## src/design/skm_pkg.sv

```systemverilog
// ----------------------------------------------------------------------------
// skm_pkg
// Shared types and constants for the scan code keymap with auto-repeat.
// ----------------------------------------------------------------------------
package skm_pkg;

	localparam int QUEUE_DEPTH = 2;
	localparam int QPTR_BITS   = (QUEUE_DEPTH > 1) ? $clog2(QUEUE_DEPTH) : 1;

	localparam logic [1:0] REQ_POLL = 2'd0;
	localparam logic [1:0] REQ_KEY  = 2'd1;
	localparam logic [1:0] REQ_AUX  = 2'd2;

	localparam logic [1:0] CFG_DELAY  = 2'd0;
	localparam logic [1:0] CFG_PERIOD = 2'd1;
	localparam logic [1:0] CFG_WINDOW = 2'd2;

	localparam logic [31:0] DELAY_RST  = 32'd385000000;
	localparam logic [31:0] PERIOD_RST = 32'd55000000;
	localparam logic [31:0] WINDOW_RST = 32'd275000000;

	localparam logic [7:0] SC_PREFIX   = 8'hE0;
	localparam logic [7:0] SC_LSHIFT   = 8'h2A;
	localparam logic [7:0] SC_RSHIFT   = 8'h36;
	localparam logic [7:0] SC_CTRL     = 8'h1D;
	localparam logic [7:0] SC_CAPS     = 8'h3A;
	localparam logic [7:0] SC_F12      = 8'h58;
	localparam logic [7:0] SC_CTRL_BRK = 8'h9D;
	localparam logic [7:0] SC_UP       = 8'h48;
	localparam logic [7:0] SC_DOWN     = 8'h50;
	localparam logic [7:0] SC_LEFT     = 8'h4B;
	localparam logic [7:0] SC_RIGHT    = 8'h4D;
	localparam logic [7:0] SC_PGUP     = 8'h49;
	localparam logic [7:0] SC_PGDN     = 8'h51;
	localparam logic [7:0] SC_HOME     = 8'h47;
	localparam logic [7:0] SC_END      = 8'h4F;
	localparam logic [7:0] SC_DEL      = 8'h53;

	localparam logic [7:0] KEY_NONE     = 8'h00;
	localparam logic [7:0] KEY_ARROW_UP = 8'h80;
	localparam logic [7:0] KEY_ARROW_DN = 8'h81;
	localparam logic [7:0] KEY_ARROW_LT = 8'h82;
	localparam logic [7:0] KEY_ARROW_RT = 8'h83;
	localparam logic [7:0] KEY_PAGE_UP  = 8'h84;
	localparam logic [7:0] KEY_PAGE_DN  = 8'h85;
	localparam logic [7:0] KEY_START    = 8'h86;
	localparam logic [7:0] KEY_END      = 8'h87;
	localparam logic [7:0] KEY_DEL      = 8'h88;
	localparam logic [7:0] KEY_SCRUP    = 8'h89;
	localparam logic [7:0] KEY_SCRDN    = 8'h8A;
	localparam logic [7:0] KEY_F12      = 8'h8B;

	localparam logic [7:0] ASCII_LA   = 8'h61;
	localparam logic [7:0] ASCII_LZ   = 8'h7A;
	localparam logic [7:0] ASCII_UA   = 8'h41;
	localparam logic [7:0] ASCII_UZ   = 8'h5A;
	localparam logic [7:0] CASE_BIT   = 8'h20;
	localparam logic [7:0] LOWER_BASE = 8'h60;
	localparam logic [7:0] UPPER_BASE = 8'h40;

	typedef enum logic [1:0] {
		OP_EMIT,
		OP_POLL,
		OP_PRESS,
		OP_RELEASE
	} op_kind_t;

	typedef struct packed {
		op_kind_t    kind;
		logic [6:0]  scan;
		logic        ext;
		logic [7:0]  code;
		logic [47:0] now;
	} op_t;

	typedef struct packed {
		logic full;
		logic empty;
	} q_status_t;

	function automatic logic [7:0] plain_map(input logic [6:0] sc);
		logic [7:0] c;
		case (sc)
			7'h01: c = 8'h1B;
			7'h02: c = 8'h31;
			7'h03: c = 8'h32;
			7'h04: c = 8'h33;
			7'h05: c = 8'h34;
			7'h06: c = 8'h35;
			7'h07: c = 8'h36;
			7'h08: c = 8'h37;
			7'h09: c = 8'h38;
			7'h0A: c = 8'h39;
			7'h0B: c = 8'h30;
			7'h0C: c = 8'h2D;
			7'h0D: c = 8'h3D;
			7'h0E: c = 8'h08;
			7'h0F: c = 8'h09;
			7'h10: c = 8'h71;
			7'h11: c = 8'h77;
			7'h12: c = 8'h65;
			7'h13: c = 8'h72;
			7'h14: c = 8'h74;
			7'h15: c = 8'h79;
			7'h16: c = 8'h75;
			7'h17: c = 8'h69;
			7'h18: c = 8'h6F;
			7'h19: c = 8'h70;
			7'h1A: c = 8'h5B;
			7'h1B: c = 8'h5D;
			7'h1C: c = 8'h0A;
			7'h1E: c = 8'h61;
			7'h1F: c = 8'h73;
			7'h20: c = 8'h64;
			7'h21: c = 8'h66;
			7'h22: c = 8'h67;
			7'h23: c = 8'h68;
			7'h24: c = 8'h6A;
			7'h25: c = 8'h6B;
			7'h26: c = 8'h6C;
			7'h27: c = 8'h3B;
			7'h28: c = 8'h27;
			7'h29: c = 8'h60;
			7'h2B: c = 8'h5C;
			7'h2C: c = 8'h7A;
			7'h2D: c = 8'h78;
			7'h2E: c = 8'h63;
			7'h2F: c = 8'h76;
			7'h30: c = 8'h62;
			7'h31: c = 8'h6E;
			7'h32: c = 8'h6D;
			7'h33: c = 8'h2C;
			7'h34: c = 8'h2E;
			7'h35: c = 8'h2F;
			7'h37: c = 8'h2A;
			7'h39: c = 8'h20;
			default: c = KEY_NONE;
		endcase
		return c;
	endfunction

	function automatic logic [7:0] shifted_map(input logic [6:0] sc);
		logic [7:0] c;
		case (sc)
			7'h01: c = 8'h1B;
			7'h02: c = 8'h21;
			7'h03: c = 8'h40;
			7'h04: c = 8'h23;
			7'h05: c = 8'h24;
			7'h06: c = 8'h25;
			7'h07: c = 8'h5E;
			7'h08: c = 8'h26;
			7'h09: c = 8'h2A;
			7'h0A: c = 8'h28;
			7'h0B: c = 8'h29;
			7'h0C: c = 8'h5F;
			7'h0D: c = 8'h2B;
			7'h0E: c = 8'h08;
			7'h0F: c = 8'h09;
			7'h10: c = 8'h51;
			7'h11: c = 8'h57;
			7'h12: c = 8'h45;
			7'h13: c = 8'h52;
			7'h14: c = 8'h54;
			7'h15: c = 8'h59;
			7'h16: c = 8'h55;
			7'h17: c = 8'h49;
			7'h18: c = 8'h4F;
			7'h19: c = 8'h50;
			7'h1A: c = 8'h7B;
			7'h1B: c = 8'h7D;
			7'h1C: c = 8'h0A;
			7'h1E: c = 8'h41;
			7'h1F: c = 8'h53;
			7'h20: c = 8'h44;
			7'h21: c = 8'h46;
			7'h22: c = 8'h47;
			7'h23: c = 8'h48;
			7'h24: c = 8'h4A;
			7'h25: c = 8'h4B;
			7'h26: c = 8'h4C;
			7'h27: c = 8'h3A;
			7'h28: c = 8'h22;
			7'h29: c = 8'h7E;
			7'h2B: c = 8'h7C;
			7'h2C: c = 8'h5A;
			7'h2D: c = 8'h58;
			7'h2E: c = 8'h43;
			7'h2F: c = 8'h56;
			7'h30: c = 8'h42;
			7'h31: c = 8'h4E;
			7'h32: c = 8'h4D;
			7'h33: c = 8'h3C;
			7'h34: c = 8'h3E;
			7'h35: c = 8'h3F;
			7'h37: c = 8'h2A;
			7'h39: c = 8'h20;
			default: c = KEY_NONE;
		endcase
		return c;
	endfunction

	function automatic logic [7:0] ext_map(input logic [7:0] e, input logic shift);
		logic [7:0] c;
		case (e)
			SC_UP:    c = shift ? KEY_SCRUP : KEY_ARROW_UP;
			SC_DOWN:  c = shift ? KEY_SCRDN : KEY_ARROW_DN;
			SC_LEFT:  c = KEY_ARROW_LT;
			SC_RIGHT: c = KEY_ARROW_RT;
			SC_PGUP:  c = KEY_PAGE_UP;
			SC_PGDN:  c = KEY_PAGE_DN;
			SC_HOME:  c = KEY_START;
			SC_END:   c = KEY_END;
			SC_DEL:   c = KEY_DEL;
			default:  c = KEY_NONE;
		endcase
		return c;
	endfunction

endpackage

```

## src/design/scancode_keymap_with_autorepeat.sv

```systemverilog
// ----------------------------------------------------------------------------
// scancode_keymap_with_autorepeat
// Scan code set 1 decoder with modifier tracking and timed key repeat.
// ----------------------------------------------------------------------------
// Every accepted request (poll, keyboard byte or aux byte) yields exactly one
// key_code, in order; 0 means nothing. The block takes one request per cycle
// while in_stall is low: the front decodes in the accept cycle, the back
// retires one operation per cycle into the output register unless out_stall
// holds it back. A two-entry queue sits between the two; in_stall rises
// only when that queue is full, which with a request every cycle happens
// in the cycle after out_stall first holds a result back. Times are taken
// modulo 2^TIME_BITS and compared by wrapping difference. Write the repeat
// and release registers only while idle.
module scancode_keymap_with_autorepeat import skm_pkg::*; #(
	parameter int TIME_BITS = 48
) (
	input  logic        clk,
	input  logic        arst_n,
	input  logic        in_valid,
	output logic        in_stall,
	input  logic [1:0]  req_type,
	input  logic [7:0]  scan_byte,
	input  logic [47:0] now,
	output logic        out_valid,
	input  logic        out_stall,
	output logic [7:0]  key_code,
	input  logic        cfg_we,
	input  logic [1:0]  cfg_index,
	input  logic [31:0] cfg_data
);

	q_status_t q_stat;
	op_t       front_op;
	op_t       head;
	logic      push;
	logic      pop;

	assign in_stall = q_stat.full;

	skm_front u_front (
		.clk      (clk),
		.arst_n   (arst_n),
		.in_valid (in_valid),
		.req_type (req_type),
		.scan_byte(scan_byte),
		.now      (now),
		.q_stat   (q_stat),
		.push     (push),
		.op       (front_op)
	);

	skm_queue u_queue (
		.clk    (clk),
		.arst_n (arst_n),
		.push   (push),
		.push_op(front_op),
		.pop    (pop),
		.head   (head),
		.q_stat (q_stat)
	);

	skm_back #(
		.TIME_BITS(TIME_BITS)
	) u_back (
		.clk      (clk),
		.arst_n   (arst_n),
		.cfg_we   (cfg_we),
		.cfg_index(cfg_index),
		.cfg_data (cfg_data),
		.head     (head),
		.q_stat   (q_stat),
		.pop      (pop),
		.out_valid(out_valid),
		.out_stall(out_stall),
		.key_code (key_code)
	);

	a_push_lands: assert property (@(posedge clk) disable iff (!arst_n)
		in_valid && !in_stall |=> !q_stat.empty)
		else $error("accepted request did not reach the queue");

	a_out_from_pop: assert property (@(posedge clk) disable iff (!arst_n)
		$rose(out_valid) |-> $past(pop))
		else $error("result appeared without a queue pop");

	a_special_range: assert property (@(posedge clk) disable iff (!arst_n)
		out_valid && key_code[7] |-> key_code <= KEY_F12)
		else $error("key code outside the special key range");

	a_pop_needs_room: assert property (@(posedge clk) disable iff (!arst_n)
		pop |-> !q_stat.empty && (!out_valid || !out_stall))
		else $error("queue popped while output register blocked");

endmodule

```

## src/design/skm_front.sv

```systemverilog
// ----------------------------------------------------------------------------
// skm_front
// Accepts requests, tracks shift, ctrl, caps and the E0 prefix, and turns
// each request into one operation for the hold and repeat logic.
// ----------------------------------------------------------------------------
module skm_front import skm_pkg::*; (
	input  logic        clk,
	input  logic        arst_n,
	input  logic        in_valid,
	input  logic [1:0]  req_type,
	input  logic [7:0]  scan_byte,
	input  logic [47:0] now,
	input  q_status_t   q_stat,
	output logic        push,
	output op_t         op
);

	logic       shift_q, ctrl_q, caps_q, prefix_q;
	logic       shift_d, ctrl_d, caps_d, prefix_d;
	logic [7:0] raw_ch, case_ch, ext_code;
	logic       is_lower, is_upper;

	assign push = in_valid && !q_stat.full;

	always_comb begin
		raw_ch   = shift_q ? shifted_map(scan_byte[6:0]) : plain_map(scan_byte[6:0]);
		is_lower = raw_ch inside {[ASCII_LA:ASCII_LZ]};
		is_upper = raw_ch inside {[ASCII_UA:ASCII_UZ]};
		case_ch  = raw_ch;
		if (caps_q && is_lower) begin
			case_ch = raw_ch - CASE_BIT;
		end else if (caps_q && is_upper) begin
			case_ch = raw_ch + CASE_BIT;
		end
		ext_code = ext_map(scan_byte, shift_q);
	end

	always_comb begin
		op.kind  = OP_EMIT;
		op.scan  = scan_byte[6:0];
		op.ext   = 1'b0;
		op.code  = KEY_NONE;
		op.now   = now;
		shift_d  = shift_q;
		ctrl_d   = ctrl_q;
		caps_d   = caps_q;
		prefix_d = prefix_q;
		case (req_type)
			REQ_POLL: begin
				op.kind = OP_POLL;
			end
			REQ_KEY: begin
				if (prefix_q) begin
					prefix_d = 1'b0;
					if (scan_byte == SC_CTRL) begin
						ctrl_d = 1'b1;
					end else if (scan_byte[7]) begin
						if (scan_byte == SC_CTRL_BRK) begin
							ctrl_d = 1'b0;
						end
						op.kind = OP_RELEASE;
						op.ext  = 1'b1;
					end else if (ext_code != KEY_NONE) begin
						op.kind = OP_PRESS;
						op.ext  = 1'b1;
						op.code = ext_code;
					end
				end else if (scan_byte == SC_PREFIX) begin
					prefix_d = 1'b1;
				end else if (scan_byte[7]) begin
					if ({1'b0, scan_byte[6:0]} inside {SC_LSHIFT, SC_RSHIFT}) begin
						shift_d = 1'b0;
					end
					if ({1'b0, scan_byte[6:0]} == SC_CTRL) begin
						ctrl_d = 1'b0;
					end
					op.kind = OP_RELEASE;
				end else if (scan_byte inside {SC_LSHIFT, SC_RSHIFT}) begin
					shift_d = 1'b1;
				end else if (scan_byte == SC_CTRL) begin
					ctrl_d = 1'b1;
				end else if (scan_byte == SC_CAPS) begin
					caps_d = !caps_q;
				end else if (scan_byte == SC_F12) begin
					op.kind = OP_PRESS;
					op.code = KEY_F12;
				end else if (raw_ch != KEY_NONE) begin
					if (ctrl_q) begin
						if (case_ch inside {[ASCII_LA:ASCII_LZ]}) begin
							op.code = case_ch - LOWER_BASE;
						end else if (case_ch inside {[ASCII_UA:ASCII_UZ]}) begin
							op.code = case_ch - UPPER_BASE;
						end
					end else begin
						op.kind = OP_PRESS;
						op.code = case_ch;
					end
				end
			end
			default: begin
			end
		endcase
	end

	always_ff @(posedge clk or negedge arst_n) begin
		if (!arst_n) begin
			shift_q  <= 1'b0;
			ctrl_q   <= 1'b0;
			caps_q   <= 1'b0;
			prefix_q <= 1'b0;
		end else if (push) begin
			shift_q  <= shift_d;
			ctrl_q   <= ctrl_d;
			caps_q   <= caps_d;
			prefix_q <= prefix_d;
		end
	end

endmodule

```

## src/design/skm_queue.sv

```systemverilog
// ----------------------------------------------------------------------------
// skm_queue
// Short FIFO of decoded operations between the front and the back.
// ----------------------------------------------------------------------------
module skm_queue import skm_pkg::*; (
	input  logic      clk,
	input  logic      arst_n,
	input  logic      push,
	input  op_t       push_op,
	input  logic      pop,
	output op_t       head,
	output q_status_t q_stat
);

	op_t                  entry_q [QUEUE_DEPTH];
	logic [QPTR_BITS-1:0] wr_ptr_q, rd_ptr_q;
	logic [QPTR_BITS:0]   count_q;

	assign head         = entry_q[rd_ptr_q];
	assign q_stat.full  = count_q == (QPTR_BITS + 1)'(QUEUE_DEPTH);
	assign q_stat.empty = count_q == '0;

	function automatic logic [QPTR_BITS-1:0] bump(input logic [QPTR_BITS-1:0] p);
		return (p == QPTR_BITS'(QUEUE_DEPTH - 1)) ? '0 : p + 1'b1;
	endfunction

	always_ff @(posedge clk) begin
		if (push) begin
			entry_q[wr_ptr_q] <= push_op;
		end
	end

	always_ff @(posedge clk or negedge arst_n) begin
		if (!arst_n) begin
			wr_ptr_q <= '0;
			rd_ptr_q <= '0;
			count_q  <= '0;
		end else begin
			if (push) begin
				wr_ptr_q <= bump(wr_ptr_q);
			end
			if (pop) begin
				rd_ptr_q <= bump(rd_ptr_q);
			end
			if (push && !pop) begin
				count_q <= count_q + 1'b1;
			end else if (pop && !push) begin
				count_q <= count_q - 1'b1;
			end
		end
	end

endmodule

```

## src/design/skm_back.sv

```systemverilog
// ----------------------------------------------------------------------------
// skm_back
// Holds the pressed key and its repeat and release timers, executes one queued
// operation per cycle unless out_stall blocks, registering its key code.
// ----------------------------------------------------------------------------
module skm_back import skm_pkg::*; #(
	parameter int TIME_BITS = 48
) (
	input  logic        clk,
	input  logic        arst_n,
	input  logic        cfg_we,
	input  logic [1:0]  cfg_index,
	input  logic [31:0] cfg_data,
	input  op_t         head,
	input  q_status_t   q_stat,
	output logic        pop,
	output logic        out_valid,
	input  logic        out_stall,
	output logic [7:0]  key_code
);

	logic [31:0]          delay_q, period_q, window_q;
	logic [7:0]           held_code_q, held_code_d;
	logic [6:0]           held_scan_q, held_scan_d;
	logic                 held_ext_q, held_ext_d;
	logic [TIME_BITS-1:0] next_rep_q, next_rep_d;
	logic [TIME_BITS-1:0] last_make_q, last_make_d;
	logic [TIME_BITS-1:0] now_t, since_make, since_rep;
	logic [7:0]           result;
	logic                 out_valid_q;
	logic [7:0]           key_code_q;
	logic                 same_key;

	assign pop       = !q_stat.empty && (!out_valid_q || !out_stall);
	assign out_valid = out_valid_q;
	assign key_code  = key_code_q;

	always_comb begin
		now_t       = TIME_BITS'(head.now);
		since_make  = now_t - last_make_q;
		since_rep   = now_t - next_rep_q;
		same_key    = (held_code_q != KEY_NONE) && (held_ext_q == head.ext) &&
			(held_scan_q == head.scan) && (held_code_q == head.code);
		held_code_d = held_code_q;
		held_scan_d = held_scan_q;
		held_ext_d  = held_ext_q;
		next_rep_d  = next_rep_q;
		last_make_d = last_make_q;
		result      = KEY_NONE;
		case (head.kind)
			OP_POLL: begin
				if (held_code_q != KEY_NONE) begin
					if (!since_make[TIME_BITS-1] && since_make > TIME_BITS'(window_q)) begin
						held_code_d = KEY_NONE;
					end else if (!since_rep[TIME_BITS-1]) begin
						next_rep_d = now_t + TIME_BITS'(period_q);
						result     = held_code_q;
					end
				end
			end
			OP_PRESS: begin
				last_make_d = now_t;
				if (!same_key) begin
					held_code_d = head.code;
					held_scan_d = head.scan;
					held_ext_d  = head.ext;
					next_rep_d  = now_t + TIME_BITS'(delay_q);
					result      = head.code;
				end
			end
			OP_RELEASE: begin
				if (held_ext_q == head.ext && held_scan_q == head.scan) begin
					held_code_d = KEY_NONE;
				end
			end
			default: begin
				result = head.code;
			end
		endcase
	end

	always_ff @(posedge clk or negedge arst_n) begin
		if (!arst_n) begin
			delay_q  <= DELAY_RST;
			period_q <= PERIOD_RST;
			window_q <= WINDOW_RST;
		end else if (cfg_we) begin
			case (cfg_index)
				CFG_DELAY:  delay_q  <= cfg_data;
				CFG_PERIOD: period_q <= cfg_data;
				CFG_WINDOW: window_q <= cfg_data;
				default: begin
				end
			endcase
		end
	end

	always_ff @(posedge clk or negedge arst_n) begin
		if (!arst_n) begin
			held_code_q <= KEY_NONE;
			held_scan_q <= '0;
			held_ext_q  <= 1'b0;
			next_rep_q  <= '0;
			last_make_q <= '0;
			out_valid_q <= 1'b0;
			key_code_q  <= KEY_NONE;
		end else begin
			if (pop) begin
				held_code_q <= held_code_d;
				held_scan_q <= held_scan_d;
				held_ext_q  <= held_ext_d;
				next_rep_q  <= next_rep_d;
				last_make_q <= last_make_d;
				out_valid_q <= 1'b1;
				key_code_q  <= result;
			end else if (!out_stall) begin
				out_valid_q <= 1'b0;
			end
		end
	end

endmodule

```

## config.mk

```make
export PLATFORM = sky130hd
export DESIGN_NAME = scancode_keymap_with_autorepeat
export DESIGN_NICKNAME = d
export VERILOG_FILES = /design/src/design/skm_pkg.sv /design/src/design/scancode_keymap_with_autorepeat.sv /design/src/design/skm_front.sv /design/src/design/skm_queue.sv /design/src/design/skm_back.sv
export SDC_FILE = /design/constraint.sdc
export NUM_CORES = 1
export LEC_CHECK = 0
export ABC_AREA = 1
export CAP_MARGIN = 0
export CELL_PAD_IN_SITES_DETAIL_PLACEMENT = 0
export CELL_PAD_IN_SITES_GLOBAL_PLACEMENT = 1
export CORE_MARGIN = 1
export CORE_UTILIZATION = 52
export CTS_CLUSTER_SIZE = 10
export DETAILED_ROUTE_END_ITERATION = 8
export DONT_BUFFER_PORTS = 1
export MAX_ROUTING_LAYER = met4
export PLACE_DENSITY_LB_ADDON = 0.1
export SYNTH_ARGS = -nofsm -noshare
export SYNTH_HDL_FRONTEND = slang
export SYNTH_SLANG_ARGS = --single-unit
```

## constraint.sdc

```tcl
create_clock -name clk -period 9.7 [get_ports clk]
set_input_delay 0.485 -clock clk [delete_from_list [all_inputs] [get_ports clk]]
set_output_delay 0.485 -clock clk [all_outputs]
set_load 0.01 [all_outputs]
```

==> results.env, run 1 <==
REGISTER_CELL_AREA_AFTER_LAYOUT_UM2=9638
WORST_SLEW_MARGIN_REL=0.2325
YOSYS.AREA.TOP_TYPE_SHARE=0.2057
SYN_AVG_CELL_AREA_UM2=7.741
DP_HPWL_UM=50100
DRT.ANTENNA.VIOLATING_NETS=0
ROUTED_WL_UM=66680
SYNTHTOPCELLSBYAREA='sky130_fd_sc_hd__dfrtp_1 21%, sky130_fd_sc_hd__edfxtp_1 17%, sky130_fd_sc_hd__nand2_1 14%'
GLOBALROUTE.BUSIESTLAYER='met2'
YOSYS-TOP-CELLS-COUNT='860 x sky130_fd_sc_hd__nand2_1, 379 x sky130_fd_sc_hd__inv_1, 256 x sky130_fd_sc_hd__o21ai_0'
YOSYS_WARNINGS=0
RUN_STATUS='finished, final reports clean'
FIRSTDRTPASSITERS=5
YOSYS_REGISTER_BITS=357
LAYOUT_MIN_CYCLE_TIME_PS=7207
PRE_CTS_SLACK_PS=2525
MAXCLOCKFREQUENCY_MHz=138.7
TNS_PS=0
NETLIST.TOP_CELL.BY_AREA='sky130_fd_sc_hd__dfrtp_1'
FLOORPLAN.DIE_AREA_UM2=45540
AVGVIACOUNTPERCELL=5.447
YOSYS.CELL_TYPES.COUNT=63
POST-ROUTE-DRC-COUNT=0
PATH_DELAY_FAMILY='simple AND/OR/NAND/NOR gates'
GRT_MAX_DEGREE=226
UNREPAIRED_SETUP_ENDPOINTS_AFTER_GLOBAL_ROUTING='no'
BOUNDARYPINS=107
MULTIINPUTGATEAREA_UM2=11810
WORST_CLOCK_SKEW_PS=23.03
CP.REQUIRED_PS=10150
FINAL.SETUP.WORST_SLACK_PS=2493
WORST_SETUP_PATH_END_KIND='flip-flop'
CORE_AREA_UM2=44120
WORSTMARGINPINSLEW_PS=1150
POST-ROUTE-PERIOD-UTIL=0.7430
CLOCKBUFFERDEPTH=3
ASYNCSETRESETFLOPFRACSYNTH=0.6303
GRT_USE_MET2=0.4815
GLOBALPLACE.CONGESTION=0.9392
GLOBAL_ROUTE.USAGE.TOTAL=0.3071
HOLD_VIOL=0
DIE_WIDTH_UM=213.4
CRITPATHMAXFANOUT=66
FINAL_NET_COUNT=3315
Y_DIMENSION_OF_THE_DIE_UM=213.4
CRITICAL_PATH.STARTPOINT_TYPE='flip-flop'
PORTBUFFERS=0
VDD.IR_DROP.WORST_mV=0.2266
WORST_MIN_DELAY_PATH_CATEGORY='input pin to flip-flop'
TRITONCTS_NUM_SINKS=357
SYNTH.YOSYS.SEQ_AREA_SHARE=0.4147
DETAILEDROUTE.FIRSTITERATIONVIOLATIONS=1661
MAX-CAP-VIOLATIONS=0
ROOT_BUFFER='sky130_fd_sc_hd__clkbuf_16'
PLACEMENTROWS=77
FINALSETUPVIOLCOUNT=0
CRITICAL_PATH.SLOWEST_CELL='sky130_fd_sc_hd__nand4_1'
SYNTH.MOST_COMMON_CELL='sky130_fd_sc_hd__nand2_1'
SYNTH_FP_NETS=3278
CTS_HTREE_LEVELS=2
LAYOUT-DRIVE-GT1-SHARE=0.05659
FLOORPLAN.INITIALDENSITY=0.5267
CRIT_PATH_CATEGORY='flip-flop to flip-flop'
WORST_PATH_MOST_REPEATED_CELL='sky130_fd_sc_hd__nand2_1'
MEAN_ROUTED_WIRELENGTH_PER_CELL_UM=18.17
GLOBAL_ROUTE.OVERFLOW_TOTAL=0
LATER_PIN_CLOCK_LATENCY_IN_THE_SKEW_REPORT_PS=580
DR_TOTAL_VIAS=19990
FINAL_LAYOUT_FILL_CELL_COUNT=4164
GRT_USE_MET3=0.04130
STATIC-LEAKAGE-POWER_nW=12.20
GRT_ANTENNA_BEFORE_REPAIR=2
SYNTH-EDFF-COUNT=132
CRIT_PATH_MAX_INCR_DELAY_PS=600
GRT_USE_MET1=0.4099
GRT_PASS1_VIAS=19220
CTS_MADE_BUFFERS=44
YS_DOMINANT_REG_CELL='sky130_fd_sc_hd__dfrtp_1'
SLEW_VIOL_FINAL=0
SYNTH_AREA_UM2=23240
AREA.GROWTH.SYNTH_TO_FINAL_PCT=10.65
WORST_EP_ARRIVAL_PS=7660
CLOCK_SLEW_SEEN_BY_THE_REGISTERS_OF_THE_WORST_SETUP_AND_HOLD_PATHS_PS=60
POST_SYNTH_INST_COUNT=3002
CP.BUFFERS_INVERTERS=4
POWER.DENSITY_CELL_AREA_nW_PER_UM2=395.6
WIRE_LENGTH_OF_THE_FIRST_GLOBAL_ROUTING_PASS_UM=104900
CTS_TREE='built'
-- metal layers --
| metal | share of wire | wire, um | vias to the layer above |
|---|---|---|---|
| li1 | - | - | 9948 |
| met1 | 0.46 | 30600 | 9455 |
| met2 | 0.47 | 31040 | 471 |
| met3 | 0.047 | 3109 | 117 |
| met4 | 0.029 | 1922 | 0 |
| met5 | 0 | 0 | - |
-- power by group --
group          leakage, nW  internal, mW  total [mW]  switching [mW]
Clock                0.650         0.903        1.53           0.631
Combinational         7.59          2.13        6.38            4.25
Sequential            3.95          2.07        2.26           0.192
Total                 12.2          5.10        10.2            5.07
-- stage by stage --
| step | std cells | util | cell area (um2) | power [mW] | hold WS, ps |
|---|---|---|---|---|---|
| detailed placement | 3527 | 0.5383 | 23750 | 8.537 | 194.9 |
| floorplan | 3002 | - | 23240 | 6.831 | 189.4 |
| global route | 3669 | 0.5827 | 25710 | 11.11 | 66.04 |
| global placement | 3527 | 0.5383 | 23750 | 8.429 | 193.5 |
| finish | 3670 | 0.5827 | 25710 | 10.17 | 59.93 |
| CTS | 3665 | 0.5817 | 25670 | 10.16 | 19.54 |
-- worst paths after layout --
path,cells past startpoint,end,slack [ps],startpoint
min in group asynchronous,2,u_back.period_q[29],430,arst_n
max reg2reg,35,u_back.next_rep_q[7],2490,u_queue.rd_ptr_q
min reg2reg,2,u_back.next_rep_q[15],480,u_back.next_rep_q[15]
max,35,u_back.next_rep_q[7],2490,u_queue.rd_ptr_q
min,2,u_back.out_valid,60,out_stall
max in group asynchronous,3,u_back.delay_q[7],8040,arst_n
-- final cells by class --
| cell class | count | share of cell area |
|---|---|---|
| diodes | 3 | 0.0002920 |
| clock buffers | 75 | 0.05017 |
| clock inverters | 7 | 0.001946 |
| inverters | 391 | 0.05717 |
| multi-input cells | 2175 | 0.4593 |
| flip-flops and latches | 357 | 0.3748 |
| well taps | 592 | 0.02881 |
| repair buffers | 70 | 0.02744 |
-- sequential cells by signal, indices dropped and copies added, names as in the netlist, 2 cells and up --
name and cells:
u_back.held_code_q 8, u_back.delay_q 32, u_back.next_rep_q 48, u_back.period_q 32, u_queue.count_q 2, u_queue.entry_q 132, u_back.window_q 32, u_back.last_make_q 48
u_back.key_code 8, u_back.held_scan_q 7
-- cells in the final DEF, fill, tap and decap left out, drive strengths merged, types with 21 or more instances in the layout --
cell type and instances:
inv 390, nand3 150, a21oi 187, a31oi 21, dfrtp 191, nand2 870, nor2 204, nor3 29
clkbuf 75, xnor2 27, xor2 78, dfstp 34, o21ai 269, edfxtp 132, or2 24, dlygate4sd3 56
nand4 34, ha 177
-- worst reg2reg max path, delay by kind of cell, from the launching register on --
family	cells	cell delay, ps
flops	1	400
buf+inv	4	1060
fa+ha+maj	3	900
compound gates	5	1170
simple gates	22	3390
xor+xnor	1	160
-- what timing repair did --
item                                    in CTS  in global routing
endpoints found under the setup margin       0                  0
endpoints found under the hold margin      335                 68
hold buffers                                56                  1
resized for setup                            0                  0
buffers inserted                             0                  0
-- cell families (layout without fill, tap and decap cells) --
logic type | count (synthesis) | in the layout | share of synthesized area
AO/OA/AOI/OAI | 538 | 538 | 0.1256
buffers and inverters | 470 | 543 | 0.07925
adder cells (fa/ha/maj) | 179 | 179 | 0.09702
AND/OR/NAND/NOR | 1344 | 1344 | 0.2398
flip-flops | 357 | 357 | 0.4147
multiplexers | 9 | 9 | 0.004092
other | 0 | 3 | 0
XOR/XNOR | 105 | 105 | 0.03957
(Power assumes the default switching activity.)
==> run 2: changes to the inputs <==
Settings changed: CORE_UTILIZATION 52 to 44.
Clock period 9.7 ns to 6 ns, I/O delays scaled along.
==> results.env, run 2 (synthesized netlist as in run 1, its figures left out) <==
RUN_STATUS='finished, final reports clean'
WORST_SLEW_MARGIN_REL=0.2600
REGISTER_CELL_AREA_AFTER_LAYOUT_UM2=9638
PORTBUFFERS=0
WORST_CLOCK_SKEW_PS=26.09
AREA.GROWTH.SYNTH_TO_FINAL_PCT=14.83
STATIC-LEAKAGE-POWER_nW=12.60
LAYOUT.CELLS.MOST_COMMON_LIST='860 x sky130_fd_sc_hd__nand2_1, 378 x sky130_fd_sc_hd__inv_1, 247 x sky130_fd_sc_hd__o21ai_0'
CTS_TREE='built'
WIRE_LENGTH_OF_THE_FIRST_GLOBAL_ROUTING_PASS_UM=111600
LARGEST-REGISTER='u_queue.entry_q'
GRT_PASS1_VIAS=19900
TRITONCTS_NUM_SINKS=357
CORE_AREA_UM2=51720
DR_TOTAL_VIAS=20290
MAXCLOCKFREQUENCY_MHz=179.3
CRIT-REG2REG-CAPTURE='u_back.next_rep_q[6]'
FINAL_LAYOUT_FILL_CELL_COUNT=5136
DETAILEDROUTE.FIRSTITERATIONVIOLATIONS=1520
CRITPATHLAUNCH='u_queue.rd_ptr_q'
WORST_EP_ARRIVAL_PS=6090
GRT_ANTENNA_BEFORE_REPAIR=6
GLOBALPLACE.CONGESTION=0.9718
AVGVIACOUNTPERCELL=5.286
MAX-CAP-VIOLATIONS=0
CRITPATHCAPTURE='u_back.next_rep_q[6]'
VDD.IR_DROP.WORST_mV=0.3130
GLOBAL_ROUTE.OVERFLOW_TOTAL=0
FIRSTDRTPASSITERS=5
SLEW_VIOL_FINAL=0
WORST_SETUP_PATH_END_KIND='flip-flop'
CTS_HTREE_LEVELS=2
DIE_WIDTH_UM=231.8
REG2REG_SETUP_SLACK_PS=420
TIMING.RR.START='u_queue.rd_ptr_q'
LAYOUT-DRIVE-GT1-SHARE=0.07168
DP_CELLS=3655
CLOCKBUFFERDEPTH=3
WORST_MIN_DELAY_PATH_CATEGORY='input pin to flip-flop'
POST_LAYOUT_NONFILLER_INSTANCES=3839
DRT.ANTENNA.VIOLATING_NETS=0
CRITICAL_PATH.STARTPOINT_TYPE='flip-flop'
FLIP_FLOP_COUNT_OF_THE_LARGEST_REGISTER_ALL_COPIES_AND_WORDS_ADDED=132
HOLD_VIOL=0
PLACEMENTROWS=83
CLOCK_SLEW_SEEN_BY_THE_REGISTERS_OF_THE_WORST_SETUP_AND_HOLD_PATHS_PS=60
FINALSETUPVIOLCOUNT=0
MEAN_ROUTED_WIRELENGTH_PER_CELL_UM=18.72
CRITICAL_PATH.SLOWEST_CELL='sky130_fd_sc_hd__o21ai_0'
POST-ROUTE-PERIOD-UTIL=0.9296
MULTIINPUTGATEAREA_UM2=11870
CRIT_PATH_CATEGORY='flip-flop to flip-flop'
LATER_PIN_CLOCK_LATENCY_IN_THE_SKEW_REPORT_PS=590
LAYOUT_COMMONEST_CELL='sky130_fd_sc_hd__nand2_1'
Y_DIMENSION_OF_THE_DIE_UM=231.8
LAYOUT_MIN_CYCLE_TIME_PS=5577
CRIT_PATH_MAX_INCR_DELAY_PS=660
TNS_PS=0
POST-ROUTE-DRC-COUNT=0
DP_HPWL_UM=54610
CRITPATHMAXFANOUT=26
FF2FF_PATH_DEPTH=24
POWER.DENSITY_CELL_AREA_nW_PER_UM2=646.1
WORST_PATH_MOST_REPEATED_CELL='sky130_fd_sc_hd__nand3_1'
FLOORPLAN.INITIALDENSITY=0.4493
GLOBAL_ROUTE.USAGE.TOTAL=0.2770
GRT_MAX_DEGREE=226
CP_CELL_SEQUENCE='buf_4 > buf_4 > buf_4 > o21ai_0 > inv_1 > ha_1 > nand2_1 > nor2_1 > inv_1 > nor4_1 > nand3_1 > nand3_1 > nand2_1 > o211ai_1 > xnor2_1 > nand4_1 > nor2_1 > nand3_1 > nand2_1 > nand3_1 > nand2_2 > buf_12 > nand3_1 > nand2_1'
BIGGESTREGSBYFLOPS='u_queue.entry_q: 132 flops, u_back.last_make_q: 48 flops, u_back.next_rep_q: 48 flops'
ROUTED_WL_UM=71860
CTS_MADE_BUFFERS=45
HOLD-PATH-CELL-COUNT=4
FLOORPLAN.DIE_AREA_UM2=53740
BOUNDARYPINS=107
UNREPAIRED_SETUP_ENDPOINTS_AFTER_GLOBAL_ROUTING='no'
CP.REQUIRED_PS=6510
FINAL_NET_COUNT=3394
ROOT_BUFFER='sky130_fd_sc_hd__clkbuf_16'
WORSTMARGINPINSLEW_PS=1109
-- run 2: what timing repair did --
item | in CTS | in global routing
hold buffers | 93 | 0
buffers inserted | 0 | 2
endpoints found under the hold margin | 435 | 0
gates resized for setup | 1 | 22
pin swaps | 0 | 1
endpoints found under the setup margin | 60 | 64
-- run 2: metal layers --
| layer | GRT usage | wire [um] | part of all wire |
|---|---|---|---|
| met3 | 0.05034 | 4238 | 0.059 |
| met2 | 0.4266 | 32480 | 0.45 |
| met4 | 0.08738 | 2299 | 0.032 |
| met1 | 0.3685 | 32840 | 0.46 |
| met5 | - | 0 | 0 |
-- run 2: cell type report --
cell class	instances	area share
clock inverters	9	0.003845
inverters	391	0.05523
diodes	6	0.0005626
clock buffers	73	0.04726
repair buffers	148	0.05519
well taps	680	0.03188
multi-input cells	2175	0.4449
flip-flops and latches	357	0.3612
-- run 2: stage by stage --
step / instance area (um2) / hold WS, ps / worst slack [ps] / power [mW] / util
global placement: 24240 / 9.399 / 227.0 / 14.30 / 0.4686
detailed placement: 24240 / 11.93 / -11.12 / 14.41 / 0.4686
floorplan: 23240 / 4.409 / 438.1 / 11.04 / -
CTS: 26550 / 28.37 / 39.84 / 17.16 / 0.5135
finish: 26690 / 51.66 / 422.5 / 17.24 / 0.5160
global route: 26690 / 56.85 / 2.617 / 18.74 / 0.5160
-- run 2: worst max-delay path, delay by kind of cell (launching register included) --
family	cells	cell delay, ps
AOI/OAI and AO/OA	2	810
xor gates and xnor gates	1	170
adders and majority gates	1	460
buffers and inverters	6	1140
DFF	1	460
and+or+nand+nor	14	2410
-- run 2: power by group --
group	total (mW)	internal, mW	leakage [nW]	switching (mW)
logic	11.0	3.80	7.99	7.23
registers	3.66	3.34	3.95	0.317
clock network	2.55	1.48	0.651	1.07
-- run 2: worst min-delay path by stage --
stage | endpoint | slack, ps | startpoint
3_3_place_gp | u_back.period_q[27] | 9 | arst_n
5_1_grt | u_front.ctrl_q | 60 | scan_byte[6]
6_report | u_front.ctrl_q | 50 | scan_byte[6]
2_1_floorplan | u_back.delay_q[0] | 4 | arst_n
3_5_place_dp | u_back.period_q[26] | 10 | arst_n
4_1_cts | u_front.ctrl_q | 30 | scan_byte[6]
==> run 3: changes to the inputs <==
Settings changed: ABC_AREA 1 to default, CORE_UTILIZATION 44 to 47, CTS_CLUSTER_DIAMETER from default to 80, SYNTH_HIERARCHICAL from default to 1.
==> results.env, run 3 <==
LATER_PIN_CLOCK_LATENCY_IN_THE_SKEW_REPORT_PS=570
GRT_MAX_DEGREE=226
MAXCLOCKFREQUENCY_MHz=170.9
GLOBAL_ROUTE.OVERFLOW_TOTAL=0
PATH_DELAY_FAMILY='compound AO/OA/AOI/OAI gates'
POST_LAYOUT_NONFILLER_INSTANCES=3425
FLOORPLAN.INITIALDENSITY=0.4753
ASYNCSETRESETFLOPFRACSYNTH=0.6303
FF2FF_PATH_DEPTH=27
GLOBAL_ROUTE.USAGE.TOTAL=0.2724
REPORTED_NET_SWITCHING_POWER_mW=8.583
SYNTHTOPCELLSBYAREA='sky130_fd_sc_hd__dfrtp_1 19%, sky130_fd_sc_hd__edfxtp_1 16%, sky130_fd_sc_hd__mux2_2 9.2%'
SLEW_VIOL_FINAL=0
HOLD_VIOL=0
YOSYS_WARNINGS=6
POST-ROUTE-PERIOD-UTIL=0.9755
SYNTH_AREA_UM2=24980
INTPOWER_mW=10.12
SYN_AVG_CELL_AREA_UM2=9.707
POWER.DENSITY_CELL_AREA_nW_PER_UM2=642.0
FLIP_FLOP_COUNT_OF_THE_LARGEST_REGISTER_ALL_COPIES_AND_WORDS_ADDED=132
REG2REG_SETUP_SLACK_PS=150
MULTIINPUTGATEAREA_UM2=14250
VDD.IR_DROP.WORST_mV=0.3326
BIGGESTREGSBYFLOPS='u_queue/entry_q: 132 flops, u_back/last_make_q: 48 flops, u_back/next_rep_q: 48 flops'
YS_DOMINANT_REG_CELL='sky130_fd_sc_hd__dfrtp_1'
DIE_WIDTH_UM=232.5
WORST_SLEW_MARGIN_REL=0.04300
CORE_AREA_UM2=52550
CRITPATHMAXFANOUT=12
REGISTER_CELL_AREA_AFTER_LAYOUT_UM2=9641
FINAL.SETUP.WORST_SLACK_PS=147.1
PRE_CTS_SLACK_PS=-490.9
DRT.ANTENNA.VIOLATING_NETS=0
CRIT-REG2REG-CAPTURE='u_back/next_rep_q[30]'
WORST_SETUP_PATH_END_KIND='flip-flop'
SYNTH_FP_NETS=2848
CLOCKBUFFERDEPTH=3
HOLD-PATH-CELL-COUNT=3
CP.BUFFERS_INVERTERS=5
PORTBUFFERS=0
ROUTED_WL_UM=72830
CP.REQUIRED_PS=6500
CLOCK_POWER_SHARE=0.129
CRITICAL_PATH.STARTPOINT_TYPE='flip-flop'
RUN_STATUS='finished, final reports clean'
FLOORPLAN.DIE_AREA_UM2=54070
CRITICAL_PATH.SLOWEST_CELL='sky130_fd_sc_hd__dfrtp_4'
WORST_CLOCK_SKEW_PS=14.28
PLACEMENTROWS=84
CP.DEPTH=27
WIRE_LENGTH_OF_THE_FIRST_GLOBAL_ROUTING_PASS_UM=111700
CTS_HTREE_LEVELS=2
P_TOTAL_mW=18.70
WORST_EP_ARRIVAL_PS=6350
DR_TOTAL_VIAS=20120
AVGVIACOUNTPERCELL=5.875
TRITONCTS_NUM_SINKS=357
CRIT_PATH_MAX_INCR_DELAY_PS=530
CRIT_PATH_CATEGORY='flip-flop to flip-flop'
BOUNDARYPINS=107
WORST_MIN_DELAY_PATH_CATEGORY='input pin to flip-flop'
MAX-CAP-VIOLATIONS=0
FINAL_NET_COUNT=2978
LARGEST-REGISTER='u_queue/entry_q'
COMBINATIONALPOWERSHARE=0.677
POWER.SEQUENTIAL.FRACTION=0.194
LAYOUT_COMMONEST_CELL='sky130_fd_sc_hd__nand2_1'
POST-ROUTE-DRC-COUNT=0
UNREPAIRED_SETUP_ENDPOINTS_AFTER_GLOBAL_ROUTING='yes'
LAYOUT-DRIVE-GT1-SHARE=0.2251
ROOT_BUFFER='sky130_fd_sc_hd__clkbuf_16'
WORSTMARGINPINSLEW_PS=1435
STATIC-LEAKAGE-POWER_nW=12.45
DETAILEDROUTE.FIRSTITERATIONVIOLATIONS=1461
POST_SYNTH_INST_COUNT=2573
FINAL_LAYOUT_FILL_CELL_COUNT=4652
SYNTH.MOST_COMMON_CELL='sky130_fd_sc_hd__nand2_1'
START_POINT_OF_THE_WORST_HOLD_PATH='scan_byte[3]'
FINALSETUPVIOLCOUNT=0
CTS_TREE='built'
SW_FRAC_OF_TOTAL=0.4590
GRT_ANTENNA_BEFORE_REPAIR=1
SYNTH.YOSYS.SEQ_AREA_SHARE=0.3858
NETLIST.TOP_CELL.BY_AREA='sky130_fd_sc_hd__dfrtp_1'
Y_DIMENSION_OF_THE_DIE_UM=232.5
WHS_ENDPOINT='u_front/prefix_q'
YOSYS-TOP-CELLS-COUNT='309 x sky130_fd_sc_hd__nand2_1, 204 x sky130_fd_sc_hd__mux2_2, 191 x sky130_fd_sc_hd__dfrtp_1'
FIRSTDRTPASSITERS=6
YOSYS_REGISTER_BITS=357
DP_HPWL_UM=51180
CTS_MADE_BUFFERS=43
TIMING.RR.START='u_queue/rd_ptr_q'
SYNTH-EDFF-COUNT=132
HOLD_SLACK_PS=88.58
GLOBALPLACE.CONGESTION=0.8962
LAYOUT_MIN_CYCLE_TIME_PS=5853
YOSYS.CELL_TYPES.COUNT=105
AREA.GROWTH.SYNTH_TO_FINAL_PCT=16.63
LAYOUT.CELLS.MOST_COMMON_LIST='298 x sky130_fd_sc_hd__nand2_1, 190 x sky130_fd_sc_hd__dfrtp_1, 187 x sky130_fd_sc_hd__mux2_2'
MEAN_ROUTED_WIRELENGTH_PER_CELL_UM=21.27
GRT_PASS1_VIAS=19770
YOSYS.AREA.TOP_TYPE_SHARE=0.1914
DP_CELLS=3236
CLOCK_SLEW_SEEN_BY_THE_REGISTERS_OF_THE_WORST_SETUP_AND_HOLD_PATHS_PS=60
[run 3: cell types whose count changed in the layout (fill, tap and decap cells not counted), moves of 32 or more]
cell / previous run / this run
sky130_fd_sc_hd__mux2_4: 0 / 47
sky130_fd_sc_hd__o21ai_0: 247 / 69
sky130_fd_sc_hd__mux2_2: 4 / 187
sky130_fd_sc_hd__nand3_1: 145 / 64
sky130_fd_sc_hd__buf_4: 46 / 161
sky130_fd_sc_hd__nand2_1: 860 / 298
sky130_fd_sc_hd__nand2b_1: 0 / 32
sky130_fd_sc_hd__nor2_1: 197 / 109
sky130_fd_sc_hd__inv_1: 378 / 165
sky130_fd_sc_hd__a221oi_1: 1 / 44
sky130_fd_sc_hd__a21o_1: 6 / 42
[run 3: per-layer routing]
layer  GRT usage  part of all wire  up-vias  routed length, um
met1      0.3701              0.47     9915              34370
met3     0.03897             0.046      105               3320
met5           -                 0        -                  0
met4     0.07864             0.026        0               1925
met2      0.4218              0.46      493              33220
li1            -                 -     9608                  -
[run 3: kinds of logic after synthesis]
family / count (synthesis) / share of synthesized area
adder cells (fa/ha/maj): 178 / 0.08977
flip-flops: 357 / 0.3858
AO/OA/AOI/OAI: 598 / 0.1656
buffers and inverters: 355 / 0.06648
AND/OR/NAND/NOR: 728 / 0.1377
multiplexers: 255 / 0.1189
XOR/XNOR: 102 / 0.03577
[run 3: what timing repair did]
item | in CTS | in global routing
hold buffers | 93 | 0
hold endpoints to repair | 438 | 0
buffers inserted | 4 | 8
cloned | 1 | 4
resized for setup | 44 | 85
endpoints found under the setup margin | 64 | 57
pin swaps | 11 | 38
[run 3: area by class of cell]
| type | count | share of cell area |
|---|---|---|
| Multi-Input combinational cell | 1861 | 0.4892 |
| Antenna cell | 1 | 0.00008590 |
| Inverter | 169 | 0.02195 |
| Timing Repair Buffer | 271 | 0.08466 |
| Clock inverter | 5 | 0.001718 |
| Sequential cell | 357 | 0.3309 |
| Tap cell | 688 | 0.02955 |
| Clock buffer | 73 | 0.04188 |
[run 3: worst max-delay path by stage]
| stage | end | slack, ps | startpoint |
|---|---|---|---|
| floorplan | u_back/next_rep_q[17] | 310 | u_queue/rd_ptr_q |
| detailed placement | u_back/key_code[2] | -490 | u_queue/rd_ptr_q |
| global placement | u_back/next_rep_q[17] | -280 | u_queue/rd_ptr_q |
| CTS | u_back/next_rep_q[17] | 5 | u_queue/rd_ptr_q |
| finish | u_back/next_rep_q[30] | 150 | u_queue/rd_ptr_q |
| global route | u_back/next_rep_q[27] | -90 | u_queue/rd_ptr_q |
[run 3: worst register-to-register path, cell delays in order, from the launching register on]
cell and delay (ps):
sky130_fd_sc_hd__dfrtp_4 530, sky130_fd_sc_hd__buf_8 180, sky130_fd_sc_hd__buf_12 170, sky130_fd_sc_hd__mux2_4 330
sky130_fd_sc_hd__ha_1 440, sky130_fd_sc_hd__nand2_1 150, sky130_fd_sc_hd__o21a_1 210, sky130_fd_sc_hd__nor3_1 210
sky130_fd_sc_hd__a211o_1 180, sky130_fd_sc_hd__a21oi_2 60, sky130_fd_sc_hd__nand2_2 110, sky130_fd_sc_hd__a21oi_2 70
sky130_fd_sc_hd__xnor2_1 320, sky130_fd_sc_hd__ha_1 320, sky130_fd_sc_hd__nand4_1 110, sky130_fd_sc_hd__nor2_2 50
sky130_fd_sc_hd__buf_4 130, sky130_fd_sc_hd__a21oi_1 250, sky130_fd_sc_hd__a21boi_4 140, sky130_fd_sc_hd__a2111oi_4 240
sky130_fd_sc_hd__o31ai_2 140, sky130_fd_sc_hd__a2111oi_4 370, sky130_fd_sc_hd__a31oi_2 170, sky130_fd_sc_hd__o22ai_4 220
sky130_fd_sc_hd__buf_6 170, sky130_fd_sc_hd__clkbuf_16 170, sky130_fd_sc_hd__mux2_4 310, sky130_fd_sc_hd__nand2_2 60
[run 3: stage by stage]
step | instance area, um2 | utilization | TNS, ps
after global placement | 26120 | 0.4971 | -11750
after CTS | 28580 | 0.5439 | 0
after floorplan | 24980 | - | 0
final | 29130 | 0.5543 | 0
after detailed placement | 26120 | 0.4971 | -22130
after global routing | 29130 | 0.5543 | -2184
[run 3: power by group through the flow]
stage / logic, mW / registers (mW) / clock network (mW)
final: 12.7 / 3.62 / 2.42
after global routing: 13.8 / 3.70 / 2.59
after CTS: 11.8 / 3.62 / 2.49
after detailed placement: 11.3 / 3.66 / 0
after global placement: 11.1 / 3.62 / 0
after floorplan: 7.70 / 3.56 / 0
